$ cat config.mk
export PLATFORM = sky130hd
export DESIGN_NAME = polygon_fan_area
export DESIGN_NICKNAME = d
export VERILOG_FILES = /design/src/pfa_pkg.sv /design/src/pfa_isqrt.sv /design/src/polygon_fan_area.sv
export SDC_FILE = /design/constraint.sdc
export NUM_CORES = 2
export LEC_CHECK = 0
export BUFFER_PORTS_ARGS = -buffer_cell sky130_fd_sc_hd__buf_2
export CORE_ASPECT_RATIO = 1.1
export CORE_MARGIN = 3
export CORE_UTILIZATION = 45
export DETAILED_ROUTE_END_ITERATION = 10
export PLACE_DENSITY_LB_ADDON = 0.3
export SYNTH_ARGS = -nofsm -noshare
export SYNTH_HDL_FRONTEND = slang
export SYNTH_SLANG_ARGS = --single-unit
$ cat constraint.sdc
create_clock -name clk -period 8 [get_ports clk]
set_input_delay 1.2 -clock clk [delete_from_list [all_inputs] [get_ports clk]]
set_output_delay 1.2 -clock clk [all_outputs]
set_load 0.01 [all_outputs]
$ cat src/pfa_pkg.sv
// Package for the polygon fan area block: shared widths and the square root status type.
// No dependencies; used by the top level, the square root unit and the port checker.

package pfa_pkg;

	localparam int COORD_W = 20;                 // one vertex coordinate, signed Q10.10
	localparam int S_DATA_W = 64;                // three coordinates padded to whole bytes
	localparam int AREA_W = 48;                  // result area, 20 fraction bits
	localparam int SUM_W = AREA_W + 1;           // accumulator of full triangle lengths
	localparam int RAD_W = 88;                   // radicand: sum of three squares, padded
	localparam int ROOT_W = RAD_W / 2;           // one root bit per radicand bit pair
	localparam int ITER_W = $clog2(ROOT_W);

	typedef logic signed [COORD_W-1:0] coord_t;

	typedef struct packed {
		logic busy;
		logic done;
	} sqrt_stat_t;

endpackage

$ cat src/pfa_isqrt.sv
// Iterative integer square root, one root bit per cycle (restoring digit method).
// Depends on pfa_pkg for the radicand and root widths and the status struct.

module pfa_isqrt (
	input  logic                          clk,
	input  logic                          arst_n,
	input  logic                          start,
	input  logic [pfa_pkg::RAD_W-1:0]     radicand,
	output pfa_pkg::sqrt_stat_t           stat,
	output logic [pfa_pkg::ROOT_W-1:0]    root
);

	localparam int REM_W = pfa_pkg::ROOT_W + 2;

	logic [pfa_pkg::RAD_W-1:0]  rad_q;
	logic [REM_W-1:0]           rem_q;
	logic [pfa_pkg::ROOT_W-1:0] root_q;
	logic [pfa_pkg::ITER_W-1:0] cnt_q;
	logic                       busy_q;
	logic                       done_q;

	logic [REM_W+1:0] rem_sh;
	logic [REM_W+1:0] trial;
	logic             fits;

	assign rem_sh = {rem_q, rad_q[pfa_pkg::RAD_W-1 -: 2]};
	assign trial  = (REM_W + 2)'({root_q, 2'b01});
	assign fits   = (rem_sh >= trial);

	always_ff @(posedge clk or negedge arst_n) begin
		if (!arst_n) begin
			busy_q <= 1'b0;
			done_q <= 1'b0;
			cnt_q  <= '0;
		end else begin
			done_q <= 1'b0;
			if (start) begin
				busy_q <= 1'b1;
				cnt_q  <= '0;
			end else if (busy_q) begin
				cnt_q <= cnt_q + 1'b1;
				if (cnt_q == pfa_pkg::ITER_W'(pfa_pkg::ROOT_W - 1)) begin
					busy_q <= 1'b0;
					done_q <= 1'b1;
				end
			end
		end
	end

	always_ff @(posedge clk) begin
		if (start) begin
			rad_q  <= radicand;
			rem_q  <= '0;
			root_q <= '0;
		end else if (busy_q) begin
			rad_q <= {rad_q[pfa_pkg::RAD_W-3:0], 2'b00};
			if (fits) begin
				rem_q  <= REM_W'(rem_sh - trial);
				root_q <= {root_q[pfa_pkg::ROOT_W-2:0], 1'b1};
			end else begin
				rem_q  <= REM_W'(rem_sh);
				root_q <= {root_q[pfa_pkg::ROOT_W-2:0], 1'b0};
			end
		end
	end

	assign stat.busy = busy_q;
	assign stat.done = done_q;
	assign root      = root_q;

endmodule

$ cat src/polygon_fan_area.sv
// Polygon fan area: one 22x22 multiplier and one wide adder under a step sequencer,
// plus the iterative square root unit pfa_isqrt. Depends on pfa_pkg.
// Sequence: the first two vertices of a polygon are only stored; every later vertex runs
// the difference step, 15 multiplier steps and 44 square root steps before the next is taken.
// A result shows on m_tvalid the cycle after its last vertex finishes; it waits in the output
// register while the next polygon streams in. Reset (arst_n low) clears count, sum and valids.

module polygon_fan_area #(
	parameter int MAX_VERTICES = 256
) (
	input  logic                           clk,
	input  logic                           arst_n,
	// vertex stream
	input  logic                           s_tvalid,
	output logic                           s_tready,
	input  logic [pfa_pkg::S_DATA_W-1:0]   s_tdata,   // pos_x[19:0], pos_y[39:20], pos_z[59:40]
	input  logic                           s_tlast,   // final_vertex
	// area stream
	output logic                           m_tvalid,
	input  logic                           m_tready,
	output logic [pfa_pkg::AREA_W-1:0]     m_tdata,   // poly_area[47:0]
	output logic                           m_tuser    // too_few[0]
);

	localparam int CNT_W     = $clog2(MAX_VERTICES + 1);
	localparam int PROD_W    = 44;                // 22x22 signed product
	localparam int DIFF_W    = pfa_pkg::COORD_W + 1;
	localparam int CROSS_W   = 2 * DIFF_W + 1;    // one cross product component
	localparam int ACC_W     = 86;                // sum of three squares, signed headroom
	localparam int HALF_W    = 21;                // low split of a cross component
	localparam logic [3:0] STEP_LAST = 4'd14;

	// one-hot sequencer states
	typedef enum logic [6:0] {
		ST_IDLE  = 7'b0000001,
		ST_DIFF  = 7'b0000010,
		ST_MUL   = 7'b0000100,
		ST_DRAIN = 7'b0001000,
		ST_ROOT  = 7'b0010000,
		ST_WAIT  = 7'b0100000,
		ST_DONE  = 7'b1000000
	} state_t;

	typedef enum logic [1:0] {
		SH_0  = 2'd0,
		SH_22 = 2'd1,
		SH_42 = 2'd2
	} shift_t;

	// what the adder does with the product of one step
	typedef struct packed {
		logic       to_sum;   // target the sum of squares, else a cross component
		logic       load;     // start from zero
		logic       neg;      // subtract the product
		logic [1:0] dst;      // cross component index
		shift_t     shift;
	} acc_ctl_t;

	state_t state_q;

	pfa_pkg::coord_t            cur_q   [3];
	pfa_pkg::coord_t            first_q [3];
	pfa_pkg::coord_t            prev_q  [3];
	logic                       last_q;
	logic [CNT_W-1:0]           count_q;
	logic [pfa_pkg::SUM_W-1:0]  sum_q;

	logic signed [DIFF_W-1:0]   a_q [3];
	logic signed [DIFF_W-1:0]   b_q [3];
	logic [3:0]                 step_q;

	logic signed [PROD_W-1:0]   prod_s1;
	acc_ctl_t                   ctl_s1;
	logic                       mul_vld_s1;

	logic signed [CROSS_W-1:0]  cross_q [3];
	logic signed [ACC_W-1:0]    sumsq_q;

	logic                          m_tvalid_q;
	logic [pfa_pkg::AREA_W-1:0]    m_tdata_q;
	logic                          m_tuser_q;

	logic signed [21:0]         mul_a;
	logic signed [21:0]         mul_b;
	acc_ctl_t                   ctl_c;
	logic signed [21:0]         ch [3];
	logic signed [21:0]         cl [3];
	logic signed [21:0]         av [3];
	logic signed [21:0]         bv [3];

	logic signed [ACC_W-1:0]    prod_ext;
	logic signed [ACC_W-1:0]    addend;
	logic signed [ACC_W-1:0]    base;
	logic signed [ACC_W-1:0]    acc_res;

	pfa_pkg::sqrt_stat_t           sq_stat;
	logic [pfa_pkg::ROOT_W-1:0]    sq_root;
	logic [pfa_pkg::RAD_W-1:0]     radicand;
	logic                          sq_start;
	logic [pfa_pkg::SUM_W:0]       sum_ext;

	logic                 in_fire;
	logic                 out_free;
	logic                 finish;
	logic [CNT_W-1:0]     count_inc;
	logic                 too_few;

	assign s_tready = (state_q == ST_IDLE);
	assign in_fire  = s_tvalid && s_tready;
	assign out_free = !m_tvalid_q || m_tready;
	// a non-final vertex never waits on the output side
	assign finish   = (state_q == ST_DONE) && (!last_q || out_free);

	assign count_inc = (count_q < CNT_W'(MAX_VERTICES)) ? count_q + 1'b1 : count_q;
	assign too_few   = (count_inc < CNT_W'(3));

	// split each cross component: signed high part, unsigned low part; widen the differences
	always_comb begin
		for (int i = 0; i < 3; i++) begin
			ch[i] = cross_q[i][CROSS_W-1:HALF_W];
			cl[i] = $signed({1'b0, cross_q[i][HALF_W-1:0]});
			av[i] = $signed({a_q[i][DIFF_W-1], a_q[i]});
			bv[i] = $signed({b_q[i][DIFF_W-1], b_q[i]});
		end
	end

	// step table: six cross product terms, then three partial squares per component
	always_comb begin
		mul_a = '0;
		mul_b = '0;
		ctl_c = '{to_sum: 1'b0, load: 1'b0, neg: 1'b0, dst: 2'd0, shift: SH_0};
		case (step_q)
			4'd0: begin mul_a = av[1]; mul_b = bv[2]; ctl_c.dst = 2'd0; ctl_c.load = 1'b1; end
			4'd1: begin mul_a = av[2]; mul_b = bv[1]; ctl_c.dst = 2'd0; ctl_c.neg = 1'b1; end
			4'd2: begin mul_a = av[2]; mul_b = bv[0]; ctl_c.dst = 2'd1; ctl_c.load = 1'b1; end
			4'd3: begin mul_a = av[0]; mul_b = bv[2]; ctl_c.dst = 2'd1; ctl_c.neg = 1'b1; end
			4'd4: begin mul_a = av[0]; mul_b = bv[1]; ctl_c.dst = 2'd2; ctl_c.load = 1'b1; end
			4'd5: begin mul_a = av[1]; mul_b = bv[0]; ctl_c.dst = 2'd2; ctl_c.neg = 1'b1; end
			4'd6: begin
				mul_a = ch[0]; mul_b = ch[0];
				ctl_c.to_sum = 1'b1; ctl_c.load = 1'b1; ctl_c.shift = SH_42;
			end
			4'd7: begin mul_a = ch[0]; mul_b = cl[0]; ctl_c.to_sum = 1'b1; ctl_c.shift = SH_22; end
			4'd8: begin mul_a = cl[0]; mul_b = cl[0]; ctl_c.to_sum = 1'b1; end
			4'd9: begin mul_a = ch[1]; mul_b = ch[1]; ctl_c.to_sum = 1'b1; ctl_c.shift = SH_42; end
			4'd10: begin mul_a = ch[1]; mul_b = cl[1]; ctl_c.to_sum = 1'b1; ctl_c.shift = SH_22; end
			4'd11: begin mul_a = cl[1]; mul_b = cl[1]; ctl_c.to_sum = 1'b1; end
			4'd12: begin mul_a = ch[2]; mul_b = ch[2]; ctl_c.to_sum = 1'b1; ctl_c.shift = SH_42; end
			4'd13: begin mul_a = ch[2]; mul_b = cl[2]; ctl_c.to_sum = 1'b1; ctl_c.shift = SH_22; end
			4'd14: begin mul_a = cl[2]; mul_b = cl[2]; ctl_c.to_sum = 1'b1; end
			default: begin
				mul_a = '0;
				mul_b = '0;
			end
		endcase
	end

	// shared adder behind the product register
	always_comb begin
		prod_ext = $signed({{(ACC_W - PROD_W){prod_s1[PROD_W-1]}}, prod_s1});
		case (ctl_s1.shift)
			SH_22:   addend = prod_ext <<< 22;
			SH_42:   addend = prod_ext <<< 42;
			default: addend = prod_ext;
		endcase
		if (ctl_s1.load) begin
			base = '0;
		end else if (ctl_s1.to_sum) begin
			base = sumsq_q;
		end else begin
			case (ctl_s1.dst)
				2'd0:    base = ACC_W'(cross_q[0]);
				2'd1:    base = ACC_W'(cross_q[1]);
				2'd2:    base = ACC_W'(cross_q[2]);
				default: base = '0;
			endcase
		end
		acc_res = ctl_s1.neg ? base - addend : base + addend;
	end

	// the sum of squares is never negative once all terms are in
	assign radicand = pfa_pkg::RAD_W'(unsigned'(sumsq_q));
	assign sq_start = (state_q == ST_ROOT);
	assign sum_ext  = {1'b0, sum_q} + (pfa_pkg::SUM_W + 1)'(sq_root);

	pfa_isqrt u_isqrt (
		.clk      (clk),
		.arst_n   (arst_n),
		.start    (sq_start),
		.radicand (radicand),
		.stat     (sq_stat),
		.root     (sq_root)
	);

	// sequencer, vertex count, accumulator and output valid
	always_ff @(posedge clk or negedge arst_n) begin
		if (!arst_n) begin
			state_q    <= ST_IDLE;
			step_q     <= '0;
			count_q    <= '0;
			sum_q      <= '0;
			mul_vld_s1 <= 1'b0;
			m_tvalid_q <= 1'b0;
		end else begin
			mul_vld_s1 <= (state_q == ST_MUL);
			// load a finished polygon, else drop the transaction once taken
			if (finish && last_q) begin
				m_tvalid_q <= 1'b1;
			end else if (m_tready) begin
				m_tvalid_q <= 1'b0;
			end
			case (state_q)
				ST_IDLE: begin
					if (in_fire) begin
						state_q <= (count_q >= CNT_W'(2)) ? ST_DIFF : ST_DONE;
					end
				end
				ST_DIFF: begin
					step_q  <= '0;
					state_q <= ST_MUL;
				end
				ST_MUL: begin
					step_q <= step_q + 1'b1;
					if (step_q == STEP_LAST) begin
						state_q <= ST_DRAIN;
					end
				end
				ST_DRAIN: state_q <= ST_ROOT;
				ST_ROOT:  state_q <= ST_WAIT;
				ST_WAIT: begin
					if (sq_stat.done) begin
						// saturate the running sum
						sum_q   <= sum_ext[pfa_pkg::SUM_W] ? '1 : sum_ext[pfa_pkg::SUM_W-1:0];
						state_q <= ST_DONE;
					end
				end
				ST_DONE: begin
					if (finish) begin
						state_q <= ST_IDLE;
						if (last_q) begin
							count_q    <= '0;
							sum_q      <= '0;
						end else begin
							count_q <= count_inc;
						end
					end
				end
				default: state_q <= ST_IDLE;
			endcase
		end
	end

	// datapath registers
	always_ff @(posedge clk) begin
		if (in_fire) begin
			cur_q[0] <= s_tdata[19:0];
			cur_q[1] <= s_tdata[39:20];
			cur_q[2] <= s_tdata[59:40];
			last_q   <= s_tlast;
		end
		if (state_q == ST_DIFF) begin
			for (int i = 0; i < 3; i++) begin
				a_q[i] <= DIFF_W'(prev_q[i]) - DIFF_W'(first_q[i]);
				b_q[i] <= DIFF_W'(cur_q[i]) - DIFF_W'(first_q[i]);
			end
		end
		prod_s1 <= mul_a * mul_b;
		ctl_s1  <= ctl_c;
		if (mul_vld_s1) begin
			if (ctl_s1.to_sum) begin
				sumsq_q <= acc_res;
			end else begin
				for (int i = 0; i < 3; i++) begin
					if (ctl_s1.dst == 2'(i)) begin
						cross_q[i] <= acc_res[CROSS_W-1:0];
					end
				end
			end
		end
		if (finish) begin
			// keep the first vertex of the polygon and the latest one
			for (int i = 0; i < 3; i++) begin
				if (count_q == '0) begin
					first_q[i] <= cur_q[i];
				end
				prev_q[i] <= cur_q[i];
			end
			if (last_q) begin
				m_tdata_q <= too_few ? '0 : sum_q[pfa_pkg::SUM_W-1:1];
				m_tuser_q <= too_few;
			end
		end
	end

	assign m_tvalid = m_tvalid_q;
	assign m_tdata  = m_tdata_q;
	assign m_tuser  = m_tuser_q;

endmodule

Word-level counts from Yosys, hierarchy flattened:

Memories as Yosys holds them, arrays and structs flattened.
Cells that the tools add are included.

* flip-flop bits (word level): 444
* RAM bits: 435
* input port bits: 69
* output and inout bits: 51
* logic and storage cells: 185
* memories: 6

* add/subtract/negate cells: 13
* multiply operators: 1
* order comparisons: 4
* equal/unequal tests: 31
* multiplexer cells: 67
* reductions and logical operators: 40

Memories
* cross_q: depth 3, width 43, read ports 3, clocked after memory_dff 0, write ports 1, line polygon_fan_area.sv:76 `logic signed [CROSS_W-1:0] cross_q [3];`
* a_q: depth 3, width 21, read ports 3, clocked after memory_dff 0, write ports 3, line polygon_fan_area.sv:68 `logic signed [DIFF_W-1:0] a_q [3];`
* b_q: depth 3, width 21, read ports 3, clocked after memory_dff 0, write ports 3, line polygon_fan_area.sv:69 `logic signed [DIFF_W-1:0] b_q [3];`
* cur_q: depth 3, width 20, read ports 3, clocked after memory_dff 0, write ports 3, line polygon_fan_area.sv:61 `pfa_pkg::coord_t cur_q [3];`
* first_q: depth 3, width 20, read ports 3, clocked after memory_dff 0, write ports 3, line polygon_fan_area.sv:62 `pfa_pkg::coord_t first_q [3];`
* prev_q: depth 3, width 20, read ports 3, clocked after memory_dff 0, write ports 3, line polygon_fan_area.sv:63 `pfa_pkg::coord_t prev_q [3];`

Operators with widths (number)
* $mux 86: 5
* $pmux 22 s9: 2
* $pmux 86 s3: 1
* $mux 49: 4
* $pmux 85 s2: 1
* $sub 20x20->21: 6
* $pmux 49 s2: 1
* $add 86x86->86: 1
* $mux 43: 2
* $reduce_or 43->1: 2
* $sub 86x86->86: 1
* $add 49x44->50: 1
* $pmux 7 s7: 1
* $ge 48x46->1: 1
* $mux 46: 1
* $sub 46x46->46: 1
* $mul 22x22->44: 1
* $mux 1: 35
* $mux 7: 5
* $eq 4x4->1 const B: 7
* $reduce_or 2->1: 14
* $mux 9: 2
* $eq 4x3->1 const B: 4
* $mux 6: 2
* other kinds (35): 55

Depth between registers and ports, before layout:

* depth after elaboration: 8
* gate-level depth with buffers: 36
* gate-level depth less buffers: 33

Modules after synthesis:

Synthesis repeated with hierarchy kept, for this count alone.

* cell total of the unflattened synthesis: 7251
* area total of the unflattened synthesis: 70568.9 µm²

Modules (own cells, without submodules)
* polygon_fan_area: instances 1, cells each 6222, area each 60063.9 µm², seq. area each 19945.4 µm²
* pfa_isqrt: instances 1, cells each 1029, area each 10505.1 µm², seq. area each 4644.5 µm²

Worst setup path after synthesis:

OpenSTA, ideal clock, no wires.

* path type: reg-to-reg
* start: register step_q[0]
* end: register prod_s1[43]
* library setup time: 72 ps
* arrival: 8480 ps
* required time: 7928 ps
* path slack: -552 ps
* cell stages (with the launch flop): 35
* buffers on the path: 3
* period minus slack after synthesis: 8552 ps
* path through: dfrtp_1 inv_1 ha_1 nor2_1 nor3_1 clkbuf_1 clkbuf_1 a222oi_1 nand3_1 a221o_1 clkbuf_1 nand2_1 fa_1 inv_1 fa_1 inv_1 fa_1 inv_1 fa_1 fa_1 fa_1 inv_1 fa_1 inv_1 ha_1 a21o_1 a21oi_1 o21ai_0 a2111oi_0 a21oi_1 a21boi_0 o21ai_0 o21a_1 o21ai_0 xnor2_1

* longest elaborated chain between the ends: 4
* elaborated cells on any way between the ends: 30
* those cells by class: mul (1); eq/ne (14); mux (2); reduce/logical (13)

Ends and longest elaborated chain
* start: declaration: line polygon_fan_area.sv:70 `logic [3:0] step_q;`
* start signal: assignment: line polygon_fan_area.sv:223 `step_q <= step_q + 1'b1;`
* $eq 4x4->1, or another cell as far along: line polygon_fan_area.sv:132 `case (step_q)`
* $reduce_or 2->1 (no source line)
* $pmux 22 s9: line polygon_fan_area.sv:132
* $mul 22x22->44 *: line polygon_fan_area.sv:267 `prod_s1 <= mul_a * mul_b;`
* end signal: assignment: line polygon_fan_area.sv:267
* end: declaration: line polygon_fan_area.sv:72 `logic signed [PROD_W-1:0] prod_s1;`

Mark *: on every way between the ends. The rest lies on a longest branch, timed or not.
A chain may end at the register's enable or synchronous reset.

Final worst setup path:

* start: register step_q[0]
* end: register prod_s1[25]

The elaborated chain is that of the path after synthesis.

==> flow_summary_export.csv <==
group,metric,value,unit
floorplanning,dieArea,162000,sq um
route,avgRoutedWirePerCell,23.1,um
setup_path,reg2reg_to,"prod_s1[25]",
global_routing,grt_pass1_wl,350000,um
setup_path,r2r-start,"step_q[0]",
setup_path,slowest_stage,"fa_1",
route,vias_per_cell,5.78,
sta,fmax,0.118,GHz
placement,place_ws,-1280,ps
setup_path,cp-startpoint,"step_q[0]",
sta,hold_slack,416,ps
setup_path,cp-end-kind,"flip-flop",
cts,htreeDepth,3,
yosys,async_reset_ff_frac,0.0899,
global_routing,grt_overflow,0,
sta,finClkSkew,63.6,ps
setup_path,path_class,"flip-flop to flip-flop",
setup_path,path_depth,32,
yosys,synth_seq_cells,879,
setup_path,reg2reg_slack,-460,ps
setup_path,cpPeakStageDelay,590,ps
setup_path,critical_path_arrival,9140,ps
cts,clkLatencyLatePin,750,ps
route,wirelength,233000,um
sta,finalMaxSlewViolations,0,
yosys,synth_top_area_share,0.280,
final_layout,final_common_cell,"nand2_1",
setup_path,startpoint_type,"flip-flop",
yosys,yosysTopAreaCell,"edfxtp_1",
sta,fin_crit,8460,ps
sta,setup_viol,21,
final_layout,most-common-layout-cells,"nand2_1, inv_1, edfxtp_1",
final_layout,fin_cells,10094,
sta,timing.final.hold_violations,0,
run_status,violations,"setup timing",
final_layout,drive_gt1_frac,0.163,
sta,period_share,1.06,
setup_path,cp_num_buf_inv,8,
yosys,avgSynthCellArea,9.50,sq um
cts,ctsHoldBuffers,0,
cts,cts.sinks,879,
cts,cts_root_buffer,"clkbuf_16",
setup_path,cp_common_cell,"fa_1",
global_routing,grt_use_total,0.283,
min_path,hp-class,"input port to async pin",
setup_path,crit_fanout,6,
cts,cts_tree,"done",
floorplanning,initial_utilization,0.455,
global_routing,grt_max_degree,91,
setup_path,required,8680,ps
floorplanning,ios,120,
yosys,netlist_area,70500,sq um
yosys,ys.flop_type,"edfxtp_1",
sta,worst_pin_slew,1210,ps
sta,slew_headroom,0.188,
yosys,synth_warnings,0,
global_routing,grt_pass1_vias,58510,
yosys,seq_area_frac_synth,0.348,
sta,setup_tns,-5420,ps
final_layout,fillCellCount,13874,
job,cap_violations,0,
placement,dp_hpwl,182000,um
placement,port-buffer-count,115,
yosys,synth_cells,7427,
route,drt_iter0_markers,5187,
route,drtAntennaViolNets,0,
final_layout,synthToLayoutAreaGrowth,17.5,%
route,remaining_drc_errors,0,
floorplanning,core,155000,sq um
setup_path,crit_path_end,"prod_s1[25]",
setup_path,rr_worst_depth,32,
run_status,status,"finished with violations",
route,vias,58362,
floorplanning,fp.dieH,421,um
cts,numCtsBuffers,97,
cts,clk_path_buf_depth,3,
setup_path,path_delay_family,"adder cells",
floorplanning,die_w,384,um
floorplanning,rows,151,
global_routing,antenna_found_initial,3,
yosys,synth-edff-count,657,
yosys,synthTopCellsByArea,"edfxtp_1, fa_1, ha_1",
placement,dp.cells,9809,
placement,gp_congestion,1.02,
route,drt_pre_antenna_iters,7,
yosys,syn_nets,8445,
yosys,synth_cell_types,114,
cts,clk_pin_slew,70,ps
final_layout,nNetsFinal,8967,
sta,fin_ws,-458,ps
sta,rsz0062_at_grt,"yes",
## final cells by class
| type | count | area (sq um) | area share |
|---|---|---|---|
| inverters | 850 | 3220 | 0.0388 |
| clock buffers | 117 | 2560 | 0.0309 |
| diodes | 1 | 2.50 | 0.0000302 |
| repair buffers | 763 | 6430 | 0.0776 |
| well taps | 2065 | 2580 | 0.0312 |
| multi-input cells | 5358 | 42800 | 0.516 |
| clock inverters | 61 | 708 | 0.00854 |
| flip-flops and latches | 879 | 24600 | 0.296 |
## timing repair
action	in CTS	in global routing
endpoints found under the setup margin	33	29
resized for setup	243	165
gates cloned	3	0
setup buffers	79	37
pin swaps	196	167
hold endpoints to repair	0	0
## logic make-up (layout without fill, tap and decap cells)
logic type	after synthesis	count (layout)	synth area share
AND/OR/NAND/NOR	2249	2249	0.147
AO/OA/AOI/OAI	1700	1700	0.157
buffers and inverters	1190	1791	0.0661
adder cells (fa/ha/maj)	949	949	0.222
flip-flops	879	879	0.348
XOR/XNOR	341	341	0.0423
multiplexers	119	119	0.0170
other	0	1	0
## worst register-to-register path: cells and delay by family (launching register included)
family | cells | cell delay (ps)
buffers and inverters | 8 | 1040
AO/OA/AOI/OAI | 8 | 1730
AND/OR/NAND/NOR | 5 | 970
flip-flops | 1 | 440
adder cells (fa/ha/maj) | 9 | 3940
XOR/XNOR | 1 | 130
multiplexers | 1 | 150
## sequential cells by signal, indices dropped and copies added, names as in the netlist, 4 cells and up
register and count:
prev_q 60, prod_s1 44, state_q 7, sumsq_q 86, m_tdata 48, u_isqrt.rad_q 88, cur_q 60, step_q 4
u_isqrt.cnt_q 6, b_q 63, count_q 9, first_q 60, u_isqrt.rem_q 46, u_isqrt.root 44, sum_q 49, ctl_s1 7
cross_q 129, a_q 63
## synth_stat cells (30+ instances only)
cell,n
fa_1,509
nor2b_1,129
ha_1,440
a22o_1,36
a211oi_1,51
dfxtp_1,143
o21ai_0,307
a21oi_1,541
a21o_1,158
a221oi_1,55
mux2i_1,114
a222oi_1,40
xnor2_1,229
nor2_1,664
a22oi_1,78
nor3_1,110
dfrtp_1,78
o21a_1,57
nand2_1,810
and2_1,61
and3_1,65
clkbuf_1,280
nand4_1,56
nand3_1,119
xor2_1,112
inv_1,849
edfxtp_1,657
a31oi_1,79
nand2b_1,53
or3_1,30
## per-stage QoR
step                 util  cell area [sq um]
global placement    0.498              77200
global route        0.535              82900
CTS                 0.530              82100
floorplan               -              70800
detailed placement  0.498              77200
finish              0.535              82900
## worst min path at each step
stage                 startpoint              to  slack (ps)
finish                    arst_n       sum_q[23]         420
global route              arst_n       sum_q[23]         400
CTS                       arst_n       sum_q[23]         380
detailed placement   cur_q[0][5]   first_q[0][5]         470
global placement    cur_q[0][40]  first_q[0][40]         460
floorplan            cur_q[0][0]   first_q[0][0]         450
## layer usage
metal | wire, um | part of all wire | track usage | vias to the layer above
li1 | - | - | - | 26808
met1 | 89200 | 0.38 | 0.342 | 28595
met2 | 110000 | 0.47 | 0.467 | 2310
met3 | 16300 | 0.070 | 0.0435 | 647
met4 | 18300 | 0.079 | 0.189 | 2
met5 | 12 | 0.000051 | 0 | -
Power is not shown: default switching activity piles up to over one toggle a cycle in this logic, so the estimate is an artifact.
